===== config.mk =====
export PLATFORM = sky130hd
export DESIGN_NAME = i2c_master_bit_sequencer
export DESIGN_NICKNAME = d
export VERILOG_FILES = /design/src/hw/rtl/i2cms_pkg.sv /design/src/hw/rtl/i2cms_seq.sv /design/src/hw/rtl/i2c_master_bit_sequencer.sv
export SDC_FILE = /design/constraint.sdc
export NUM_CORES = 1
export LEC_CHECK = 0
export BUFFER_PORTS_ARGS = -buffer_cell sky130_fd_sc_hd__buf_2
export CORE_AREA = 3 3 107 109
export CTS_CLUSTER_DIAMETER = 30
export DETAILED_ROUTE_END_ITERATION = 8
export DIE_AREA = 0 0 110 112
export PLACE_DENSITY = 0.81
export SETUP_SLACK_MARGIN = 0.4
export SLEW_MARGIN = 15
export SYNTH_ARGS = -nofsm -noshare
export SYNTH_HDL_FRONTEND = slang
export SYNTH_SLANG_ARGS = --single-unit

===== constraint.sdc =====
create_clock -name aclk -period 4.5 [get_ports aclk]
set_input_delay 0.9 -clock aclk [delete_from_list [all_inputs] [get_ports aclk]]
set_output_delay 0.9 -clock aclk [all_outputs]
set_load 0.02 [all_outputs]

===== src/hw/rtl/i2cms_pkg.sv =====
// ----------------------------------------------------------------------------
// i2cms_pkg
// Shared types and constants of the I2C master bit sequencer.
// ----------------------------------------------------------------------------
package i2cms_pkg;

    localparam int PHASE_COUNT_WIDTH_DEF = 16;
    localparam int PHASE_TICKS_W         = 16;
    localparam int ACK_LIMIT_W           = 8;
    localparam int BYTE_W                = 8;
    localparam int BIT_IDX_W             = 4;

    localparam int S_TDATA_W = 16;
    localparam int S_TUSER_W = 3;
    localparam int M_TDATA_W = 16;
    localparam int APB_ADDR_W = 3;
    localparam int APB_DATA_W = 32;

    localparam logic [PHASE_TICKS_W-1:0] PHASE_TICKS_RST = 16'd100;
    localparam logic [ACK_LIMIT_W-1:0]   ACK_LIMIT_RST   = 8'd250;
    localparam logic [BIT_IDX_W-1:0]     BITS_PER_BYTE   = 4'd8;

    typedef enum logic [0:0] {
        REG_PHASE_TICKS = 1'b0,
        REG_ACK_LIMIT   = 1'b1
    } reg_idx_t;

    typedef enum logic [1:0] {
        REQ_START = 2'd0,
        REQ_STOP  = 2'd1,
        REQ_WRITE = 2'd2,
        REQ_READ  = 2'd3
    } req_t;

    typedef enum logic [3:0] {
        ST_IDLE     = 4'd0,
        ST_START_A  = 4'd1,
        ST_START_B  = 4'd2,
        ST_STOP_A   = 4'd3,
        ST_STOP_B   = 4'd4,
        ST_STOP_C   = 4'd5,
        ST_WR_LOW   = 4'd6,
        ST_WR_HIGH  = 4'd7,
        ST_ACK_A    = 4'd8,
        ST_ACK_B    = 4'd9,
        ST_ACK_POLL = 4'd10,
        ST_RD_LOW   = 4'd11,
        ST_RD_HIGH  = 4'd12,
        ST_RD_ACK_A = 4'd13,
        ST_RD_ACK_B = 4'd14
    } state_t;

    typedef struct packed {
        logic              cmd_valid;
        logic [1:0]        req_type;
        logic [BYTE_W-1:0] write_byte;
        logic              send_ack;
        logic              sda_in;
    } tick_in_t;

    typedef struct packed {
        logic              scl_out;
        logic              sda_out;
        logic              busy_res;
        logic              done_res;
        logic [BYTE_W-1:0] read_data;
        logic              ack_failed;
    } tick_out_t;

    typedef struct packed {
        logic [PHASE_TICKS_W-1:0] phase_ticks;
        logic [ACK_LIMIT_W-1:0]   ack_wait_limit;
    } cfg_t;

endpackage


===== src/hw/rtl/i2cms_seq.sv =====
// ----------------------------------------------------------------------------
// i2cms_seq
// Bus phase sequencer: advances one tick per accepted transfer.
// ----------------------------------------------------------------------------
module i2cms_seq #(
    parameter int PHASE_COUNT_WIDTH = i2cms_pkg::PHASE_COUNT_WIDTH_DEF
) (
    input  logic                 aclk,
    input  logic                 aresetn,
    input  logic                 step_en,
    input  i2cms_pkg::cfg_t      cfg,
    input  i2cms_pkg::tick_in_t  tick_in,
    output i2cms_pkg::tick_out_t tick_out
);

    localparam int W  = PHASE_COUNT_WIDTH;
    localparam int BW = i2cms_pkg::BYTE_W;
    localparam int IW = i2cms_pkg::BIT_IDX_W;
    localparam int LW = i2cms_pkg::ACK_LIMIT_W;

    i2cms_pkg::state_t state_reg, state_next;
    logic [W-1:0]  tick_reg, tick_next;
    logic [IW-1:0] bit_reg, bit_next;
    logic [BW-1:0] shift_reg, shift_next;
    logic [LW-1:0] poll_reg, poll_next;
    logic [1:0]    cmd_reg, cmd_next;
    logic          ackc_reg, ackc_next;
    logic          scl_reg, scl_next;
    logic          sda_reg, sda_next;
    logic [BW-1:0] rdata_reg, rdata_next;
    logic          fail_reg, fail_next;
    logic          done;

    logic [i2cms_pkg::PHASE_TICKS_W-1:0] last_raw;
    logic [W-1:0]  last;
    logic          over;
    logic [W-1:0]  tick_adv;
    logic [IW-1:0] bit_inc;
    logic [BW-1:0] shift_sl;
    logic [LW:0]   poll_inc;

    assign last_raw = (cfg.phase_ticks == '0) ? '0 : cfg.phase_ticks - 1'b1;
    assign last     = W'(last_raw);
    assign over     = (tick_reg == last);
    assign tick_adv = over ? '0 : tick_reg + 1'b1;
    assign bit_inc  = bit_reg + 1'b1;
    assign shift_sl = {shift_reg[BW-2:0], 1'b0};
    assign poll_inc = {1'b0, poll_reg} + 1'b1;

    always_ff @(posedge aclk) begin
        if (!aresetn) begin
            state_reg <= i2cms_pkg::ST_IDLE;
            tick_reg  <= '0;
            bit_reg   <= '0;
            shift_reg <= '0;
            poll_reg  <= '0;
            cmd_reg   <= '0;
            ackc_reg  <= 1'b0;
            scl_reg   <= 1'b1;
            sda_reg   <= 1'b1;
            rdata_reg <= '0;
            fail_reg  <= 1'b0;
        end else if (step_en) begin
            state_reg <= state_next;
            tick_reg  <= tick_next;
            bit_reg   <= bit_next;
            shift_reg <= shift_next;
            poll_reg  <= poll_next;
            cmd_reg   <= cmd_next;
            ackc_reg  <= ackc_next;
            scl_reg   <= scl_next;
            sda_reg   <= sda_next;
            rdata_reg <= rdata_next;
            fail_reg  <= fail_next;
        end
    end

    always_comb begin
        state_next = state_reg;
        tick_next  = tick_reg;
        bit_next   = bit_reg;
        shift_next = shift_reg;
        poll_next  = poll_reg;
        cmd_next   = cmd_reg;
        ackc_next  = ackc_reg;
        scl_next   = scl_reg;
        sda_next   = sda_reg;
        rdata_next = rdata_reg;
        fail_next  = fail_reg;
        done       = 1'b0;

        unique case (state_reg)
            i2cms_pkg::ST_START_A: begin
                tick_next = tick_adv;
                if (over) begin
                    sda_next   = 1'b0;
                    state_next = i2cms_pkg::ST_START_B;
                end
            end
            i2cms_pkg::ST_START_B: begin
                tick_next = tick_adv;
                if (over) begin
                    scl_next   = 1'b0;
                    state_next = i2cms_pkg::ST_IDLE;
                    done       = 1'b1;
                end
            end
            i2cms_pkg::ST_STOP_A: begin
                tick_next = tick_adv;
                if (over) begin
                    scl_next   = 1'b1;
                    state_next = i2cms_pkg::ST_STOP_B;
                end
            end
            i2cms_pkg::ST_STOP_B: begin
                tick_next = tick_adv;
                if (over) begin
                    sda_next   = 1'b1;
                    state_next = i2cms_pkg::ST_STOP_C;
                end
            end
            i2cms_pkg::ST_STOP_C: begin
                tick_next = tick_adv;
                if (over) begin
                    if (cmd_reg == i2cms_pkg::REQ_WRITE) begin
                        fail_next = 1'b1;
                    end
                    state_next = i2cms_pkg::ST_IDLE;
                    done       = 1'b1;
                end
            end
            i2cms_pkg::ST_WR_LOW: begin
                tick_next = tick_adv;
                if (over) begin
                    scl_next   = 1'b1;
                    state_next = i2cms_pkg::ST_WR_HIGH;
                end
            end
            i2cms_pkg::ST_WR_HIGH: begin
                tick_next = tick_adv;
                if (over) begin
                    scl_next   = 1'b0;
                    shift_next = shift_sl;
                    bit_next   = bit_inc;
                    if (bit_inc < i2cms_pkg::BITS_PER_BYTE) begin
                        sda_next   = shift_sl[BW-1];
                        state_next = i2cms_pkg::ST_WR_LOW;
                    end else begin
                        sda_next   = 1'b1;
                        state_next = i2cms_pkg::ST_ACK_A;
                    end
                end
            end
            i2cms_pkg::ST_ACK_A: begin
                tick_next = tick_adv;
                if (over) begin
                    scl_next   = 1'b1;
                    state_next = i2cms_pkg::ST_ACK_B;
                end
            end
            i2cms_pkg::ST_ACK_B: begin
                tick_next = tick_adv;
                if (over) begin
                    poll_next  = '0;
                    state_next = i2cms_pkg::ST_ACK_POLL;
                end
            end
            i2cms_pkg::ST_ACK_POLL: begin
                if (!tick_in.sda_in) begin
                    scl_next   = 1'b0;
                    fail_next  = 1'b0;
                    state_next = i2cms_pkg::ST_IDLE;
                    done       = 1'b1;
                end else if (poll_inc > {1'b0, cfg.ack_wait_limit}) begin
                    sda_next   = 1'b0;
                    scl_next   = 1'b0;
                    tick_next  = '0;
                    state_next = i2cms_pkg::ST_STOP_A;
                end else begin
                    poll_next = poll_inc[LW-1:0];
                end
            end
            i2cms_pkg::ST_RD_LOW: begin
                tick_next = tick_adv;
                if (over) begin
                    scl_next   = 1'b1;
                    shift_next = {shift_reg[BW-2:0], tick_in.sda_in};
                    state_next = i2cms_pkg::ST_RD_HIGH;
                end
            end
            i2cms_pkg::ST_RD_HIGH: begin
                tick_next = tick_adv;
                if (over) begin
                    scl_next = 1'b0;
                    bit_next = bit_inc;
                    if (bit_inc < i2cms_pkg::BITS_PER_BYTE) begin
                        state_next = i2cms_pkg::ST_RD_LOW;
                    end else begin
                        sda_next   = ~ackc_reg;
                        state_next = i2cms_pkg::ST_RD_ACK_A;
                    end
                end
            end
            i2cms_pkg::ST_RD_ACK_A: begin
                tick_next = tick_adv;
                if (over) begin
                    scl_next   = 1'b1;
                    state_next = i2cms_pkg::ST_RD_ACK_B;
                end
            end
            i2cms_pkg::ST_RD_ACK_B: begin
                tick_next = tick_adv;
                if (over) begin
                    scl_next   = 1'b0;
                    rdata_next = shift_reg;
                    state_next = i2cms_pkg::ST_IDLE;
                    done       = 1'b1;
                end
            end
            default: begin
                state_next = i2cms_pkg::ST_IDLE;
                if (tick_in.cmd_valid) begin
                    cmd_next  = tick_in.req_type;
                    bit_next  = '0;
                    tick_next = '0;
                    case (tick_in.req_type)
                        i2cms_pkg::REQ_START: begin
                            sda_next   = 1'b1;
                            scl_next   = 1'b1;
                            state_next = i2cms_pkg::ST_START_A;
                        end
                        i2cms_pkg::REQ_STOP: begin
                            sda_next   = 1'b0;
                            scl_next   = 1'b0;
                            state_next = i2cms_pkg::ST_STOP_A;
                        end
                        i2cms_pkg::REQ_WRITE: begin
                            shift_next = tick_in.write_byte;
                            sda_next   = tick_in.write_byte[BW-1];
                            state_next = i2cms_pkg::ST_WR_LOW;
                        end
                        default: begin
                            ackc_next  = tick_in.send_ack;
                            shift_next = '0;
                            sda_next   = 1'b1;
                            scl_next   = 1'b0;
                            state_next = i2cms_pkg::ST_RD_LOW;
                        end
                    endcase
                end
            end
        endcase
    end

    assign tick_out.scl_out    = scl_next;
    assign tick_out.sda_out    = sda_next;
    assign tick_out.busy_res   = (state_next != i2cms_pkg::ST_IDLE);
    assign tick_out.done_res   = done;
    assign tick_out.read_data  = rdata_next;
    assign tick_out.ack_failed = fail_next;

endmodule


===== src/hw/rtl/i2c_master_bit_sequencer.sv =====
// ----------------------------------------------------------------------------
// i2c_master_bit_sequencer
// I2C master byte controller stepped one bus tick per input transfer.
// ----------------------------------------------------------------------------
//   channel   | direction | handshake               | contents
//   s_        | in        | s_tvalid / s_tready     | one tick: command, SDA sample
//   m_        | out       | m_tvalid / m_tready     | line drives and status
//   APB       | in        | psel & penable & pwrite | phase_ticks, ack_wait_limit
//
// One transfer per cycle while s_tready is high; its result is registered and shows the next cycle.
// The result is taken from the phase sequencer's single next-state pass.
// s_tready is high while the output register is empty or being taken.
// Reset is synchronous on aresetn; no clearing pass.
// ----------------------------------------------------------------------------
module i2c_master_bit_sequencer #(
    parameter int PHASE_COUNT_WIDTH = i2cms_pkg::PHASE_COUNT_WIDTH_DEF
) (
    input  logic                             aclk,
    input  logic                             aresetn,
    input  logic                             s_tvalid,
    output logic                             s_tready,
    // write_byte[7:0], send_ack[8], sda_in[9], zero[15:10]
    input  logic [i2cms_pkg::S_TDATA_W-1:0]  s_tdata,
    // cmd_valid[0], req_type[2:1]
    input  logic [i2cms_pkg::S_TUSER_W-1:0]  s_tuser,
    output logic                             m_tvalid,
    input  logic                             m_tready,
    // scl_out[0], sda_out[1], busy_res[2], done_res[3], read_data[11:4],
    // ack_failed[12], zero[15:13]
    output logic [i2cms_pkg::M_TDATA_W-1:0]  m_tdata,
    input  logic                             psel,
    input  logic                             penable,
    input  logic                             pwrite,
    input  logic [i2cms_pkg::APB_ADDR_W-1:0] paddr,
    input  logic [i2cms_pkg::APB_DATA_W-1:0] pwdata,
    output logic [i2cms_pkg::APB_DATA_W-1:0] prdata,
    output logic                             pready
);

    localparam int DW = i2cms_pkg::APB_DATA_W;

    i2cms_pkg::cfg_t      cfg_reg;
    i2cms_pkg::tick_in_t  tick_in;
    i2cms_pkg::tick_out_t tick_out;
    i2cms_pkg::reg_idx_t  reg_sel;
    logic                 in_xfer;
    logic                 cfg_wr;
    logic                 m_valid_reg, m_valid_next;
    logic [i2cms_pkg::M_TDATA_W-1:0] m_data_reg;

    assign pready  = 1'b1;
    assign cfg_wr  = psel & penable & pwrite & pready;
    assign reg_sel = i2cms_pkg::reg_idx_t'(paddr[2]);

    always_ff @(posedge aclk) begin
        if (!aresetn) begin
            cfg_reg.phase_ticks    <= i2cms_pkg::PHASE_TICKS_RST;
            cfg_reg.ack_wait_limit <= i2cms_pkg::ACK_LIMIT_RST;
        end else if (cfg_wr) begin
            unique case (reg_sel)
                i2cms_pkg::REG_PHASE_TICKS: begin
                    cfg_reg.phase_ticks <= pwdata[i2cms_pkg::PHASE_TICKS_W-1:0];
                end
                default: begin
                    cfg_reg.ack_wait_limit <= pwdata[i2cms_pkg::ACK_LIMIT_W-1:0];
                end
            endcase
        end
    end

    always_comb begin
        unique case (reg_sel)
            i2cms_pkg::REG_PHASE_TICKS: prdata = DW'(cfg_reg.phase_ticks);
            default:                    prdata = DW'(cfg_reg.ack_wait_limit);
        endcase
    end

    assign s_tready = ~m_valid_reg | m_tready;
    assign in_xfer  = s_tvalid & s_tready;

    assign tick_in.cmd_valid  = s_tuser[0];
    assign tick_in.req_type   = s_tuser[2:1];
    assign tick_in.write_byte = s_tdata[7:0];
    assign tick_in.send_ack   = s_tdata[8];
    assign tick_in.sda_in     = s_tdata[9];

    i2cms_seq #(
        .PHASE_COUNT_WIDTH(PHASE_COUNT_WIDTH)
    ) u_seq (
        .aclk    (aclk),
        .aresetn (aresetn),
        .step_en (in_xfer),
        .cfg     (cfg_reg),
        .tick_in (tick_in),
        .tick_out(tick_out)
    );

    always_comb begin
        if (in_xfer) begin
            m_valid_next = 1'b1;
        end else if (m_tready) begin
            m_valid_next = 1'b0;
        end else begin
            m_valid_next = m_valid_reg;
        end
    end

    always_ff @(posedge aclk) begin
        if (!aresetn) begin
            m_valid_reg <= 1'b0;
        end else begin
            m_valid_reg <= m_valid_next;
        end
    end

    always_ff @(posedge aclk) begin
        if (in_xfer) begin
            m_data_reg <= {3'b000, tick_out.ack_failed, tick_out.read_data,
                           tick_out.done_res, tick_out.busy_res,
                           tick_out.sda_out, tick_out.scl_out};
        end
    end

    assign m_tvalid = m_valid_reg;
    assign m_tdata  = m_data_reg;

endmodule


==> results.py <==
metrics = {
    "drt": {
        "vias": 5720,
        "wl_per_cell_microns": 16.34,
        "drt-pass1-iter-count": 5,
        "drc": 0,
        "ant_nets": 0,
        "drt_iter0_drc": 339,
        "drt_wl_total_microns": 15640,
        "viasPerCell": 5.977,
    },
    "pwr": {
        "power.density_nw_per_um2": 268.0,
        "switchingPower_mw": 0.5342,
        "pwr-share-seq": 0.510,
        "ir_worst_vdd_uv": 159.3,
        "power_leakage_nw": 2.613,
        "internal_power_mw": 1.217,
        "comb_power_share": 0.180,
        "swShare": 0.3051,
        "finalPower_mw": 1.751,
        "clockPowerShare": 0.310,
    },
    "global_routing": {
        "grt_pass1_vias": 5412,
        "grt_pass1_wl_microns": 26050,
        "grt_overflow": 0,
        "antenna_found_initial": 0,
        "grt_max_degree": 27,
        "grt_use_total": 0.2614,
    },
    "layout": {
        "syn2layout_area_growth_pct": 8.340,
        "drive_above_1_share": 0.1665,
        "fin_nets": 885,
        "antenna_cells": 0,
        "fin_cells": 957,
        "largest_reg_flops": 24,
        "num-fill-cells": 963,
    },
    "worst_setup_path": {
        "worst-setup-path-type": "register to register",
        "reg2reg_depth": 14,
        "cp.required_ns": 4.75,
        "cp-end-kind": "register",
        "startpoint_type": "register",
        "cp.arrival_ns": 4.06,
        "worstPathMaxFanout": 8,
    },
    "cts": {
        "cts-root-buf": "clkbuf_8",
        "cts.path.max_buffers": 2,
        "cts_tree": "yes",
        "cts-hold-fix-buffers": 0,
        "clkTransAtPathRegs_ns": 0.09,
        "clkSinkCount": 92,
        "cts_made_buffers": 9,
        "h-tree-depth": 3,
        "clock_latency_ns": 0.38,
    },
    "timing": {
        "tightest_slew_ns": 1.003,
        "timing.final.crit_share": 0.8465,
        "setup_viol": 0,
        "slew_headroom": 0.3286,
        "tns_ns": 0,
        "finalHoldViolCount": 0,
        "clock_skew_ns": 0.009538,
        "hold-worst-slack_ns": 0.4719,
        "finalCriticalPeriod_ns": 3.809,
        "fmax_mhz": 262.5,
        "finalWorstSetupSlack_ns": 0.6907,
        "rsz0062_at_grt": "false",
        "slew_violations": 0,
    },
    "yosys": {
        "synth-edff-count": 13,
        "synth_top_area_cell": "dfxtp_1",
        "synthArstFlopShare": 0,
        "netlist_instances": 769,
        "ys_seq_elements": 92,
        "synth_area_per_cell_sq_um": 7.842,
        "seq_area_frac_synth": 0.3270,
        "synth_warnings": 0,
        "ys.flop_type": "dfxtp_1",
        "synth_area_sq_um": 6031,
        "synth.top_cell.area_share": 0.2622,
        "synthTopCellsByArea": "dfxtp_1 (26%), nand2_1 (7.2%), edfxtp_1 (6.5%)",
        "synth.distinct_cells": 80,
    },
    "hold_path": {
        "hold_depth": 2,
        "holdCritPathClass": "register to register",
    },
    "floorplanning": {
        "dieArea_sq_um": 12320,
        "die_x_microns": 110,
        "start_util": 0.5637,
        "die_h_microns": 112,
        "core_area_sq_um": 10700,
        "io_pins": 112,
        "rows": 38,
    },
    "placed_design": {
        "dp_cells": 936,
        "io_buffers": 67,
        "preCtsSetupSlack_ns": 0.5585,
        "dp_hpwl_microns": 11300,
        "gp_congestion": 0.9268,
    },
    "outcome": {
        "outcome": "finished clean",
    },
    "flow_run": {
        "cap_violations": 0,
    },
}
-- power groups by stage --
stage / clock network [mW] / registers, mW / logic [mW]
3_3_place_gp: 0 / 0.909 / 0.303
4_1_cts: 0.552 / 0.892 / 0.311
6_report: 0.543 / 0.892 / 0.316
5_1_grt: 0.580 / 0.897 / 0.350
2_1_floorplan: 0 / 0.904 / 0.243
3_5_place_dp: 0 / 0.911 / 0.309
-- cells by family (layout without fill, tap and decap cells) --
kind of cell / after synthesis / count (layout) / synth area share
buffers and inverters: 93 / 123 / 0.07821
AO/OA/AOI/OAI: 177 / 177 / 0.1954
flip-flops: 92 / 92 / 0.3270
AND/OR/NAND/NOR: 327 / 327 / 0.2676
multiplexers: 32 / 32 / 0.05622
XOR/XNOR: 34 / 34 / 0.04938
adder cells (fa/ha/maj): 12 / 12 / 0.02490
other: 2 / 20 / 0.001245
-- path summary, 6_finish.rpt --
kind                     startpoint                 end  slack, ns
setup / recovery  u_seq.poll_reg[0]  u_seq.tick_reg[15]       0.69
hold / removal       u_seq.fail_reg      u_seq.fail_reg       0.47
setup reg to reg  u_seq.poll_reg[0]  u_seq.tick_reg[15]       0.69
hold reg to reg      u_seq.fail_reg      u_seq.fail_reg       0.47
-- area by class of cell --
cell class,instances,area (sq um),area share
inverters,25,93.84,0.01436
clock buffers,10,127.6,0.01953
well taps,140,175.2,0.02681
flip-flops and latches,92,1972,0.3018
repair buffers,82,447.9,0.06856
clock inverters,6,55.05,0.008426
multi-input cells,602,3662,0.5605
-- layer usage --
metal  global-route usage  vias to the layer above  part of all wire
li1                     -                     2771                 -
met1               0.3418                     2751              0.44
met2               0.4304                      167              0.48
met3              0.04580                       31             0.048
met4              0.09061                        0             0.024
met5                    0                        -                 0
-- per-stage QoR --
| step | util | instance area, sq um |
|---|---|---|
| after detailed placement | 0.5895 | 6306 |
| after global placement | 0.5895 | 6306 |
| after floorplan | - | 6098 |
| after global routing | 0.6108 | 6534 |
| final | 0.6108 | 6534 |
| after CTS | 0.6066 | 6489 |
-- worst max-delay path, cell delays in order (launching register included) --
cell,delay [ns]
dfxtp_1,0.43
ha_1,0.26
nand3_1,0.19
or2_2,0.39
xnor2_1,0.15
ha_1,0.30
nand3_1,0.09
o21bai_1,0.16
a31o_2,0.22
a21bo_2,0.24
a211oi_4,0.40
nand3_1,0.29
nor4_1,0.32
xnor2_1,0.17
nor2_1,0.06
-- layout by cell type, fill, tap and decap left out, types with 3 or more instances in the layout --
cell type and n:
nand3_1 29, a21oi_1 68, nor2b_1 12, nand4_1 12
dfxtp_1 79, conb_1 20, buf_4 15, nand2b_1 9
a211oi_2 3, a21o_1 3, ha_1 12, o21ai_0 37
xnor2_1 21, and3_1 6, clkbuf_8 9, nor4_4 3
edfxtp_1 13, xor2_1 13, inv_1 22, a311oi_1 10
nor3_1 23, buf_2 67, o211ai_1 9, o22ai_1 3
and2_1 3, clkinv_1 5, nor4_1 11, or3_1 4
mux2_2 15, nand2_1 115, a22o_1 3, mux2i_1 17
nor2_1 81, a31oi_1 5
-- synthesized netlist by cell type, types with 3 or more instances --
cell type and instances:
a211oi_2 4, a21o_1 3, a21oi_1 68, a22o_1 3
a311oi_1 10, a31oi_1 5, and2_1 3, and3_1 6
buf_2 7, buf_4 20, buf_6 5, clkbuf_1 33
clkinv_1 3, dfxtp_1 79, edfxtp_1 13, ha_1 12
inv_1 22, mux2_2 15, mux2i_1 17, nand2_1 115
nand2b_1 9, nand3_1 29, nand4_1 12, nor2_1 81
nor2b_1 12, nor3_1 23, nor4_1 11, nor4_4 3
o211ai_1 9, o21ai_0 37, o22ai_1 3, or3_1 4
xnor2_1 21, xor2_1 13
-- what timing repair did --
action	CTS	global route
buffers inserted	0	5
gates resized for setup	0	1
setup endpoints to repair	0	23
No activity file was read; power rests on OpenSTA's default activity.
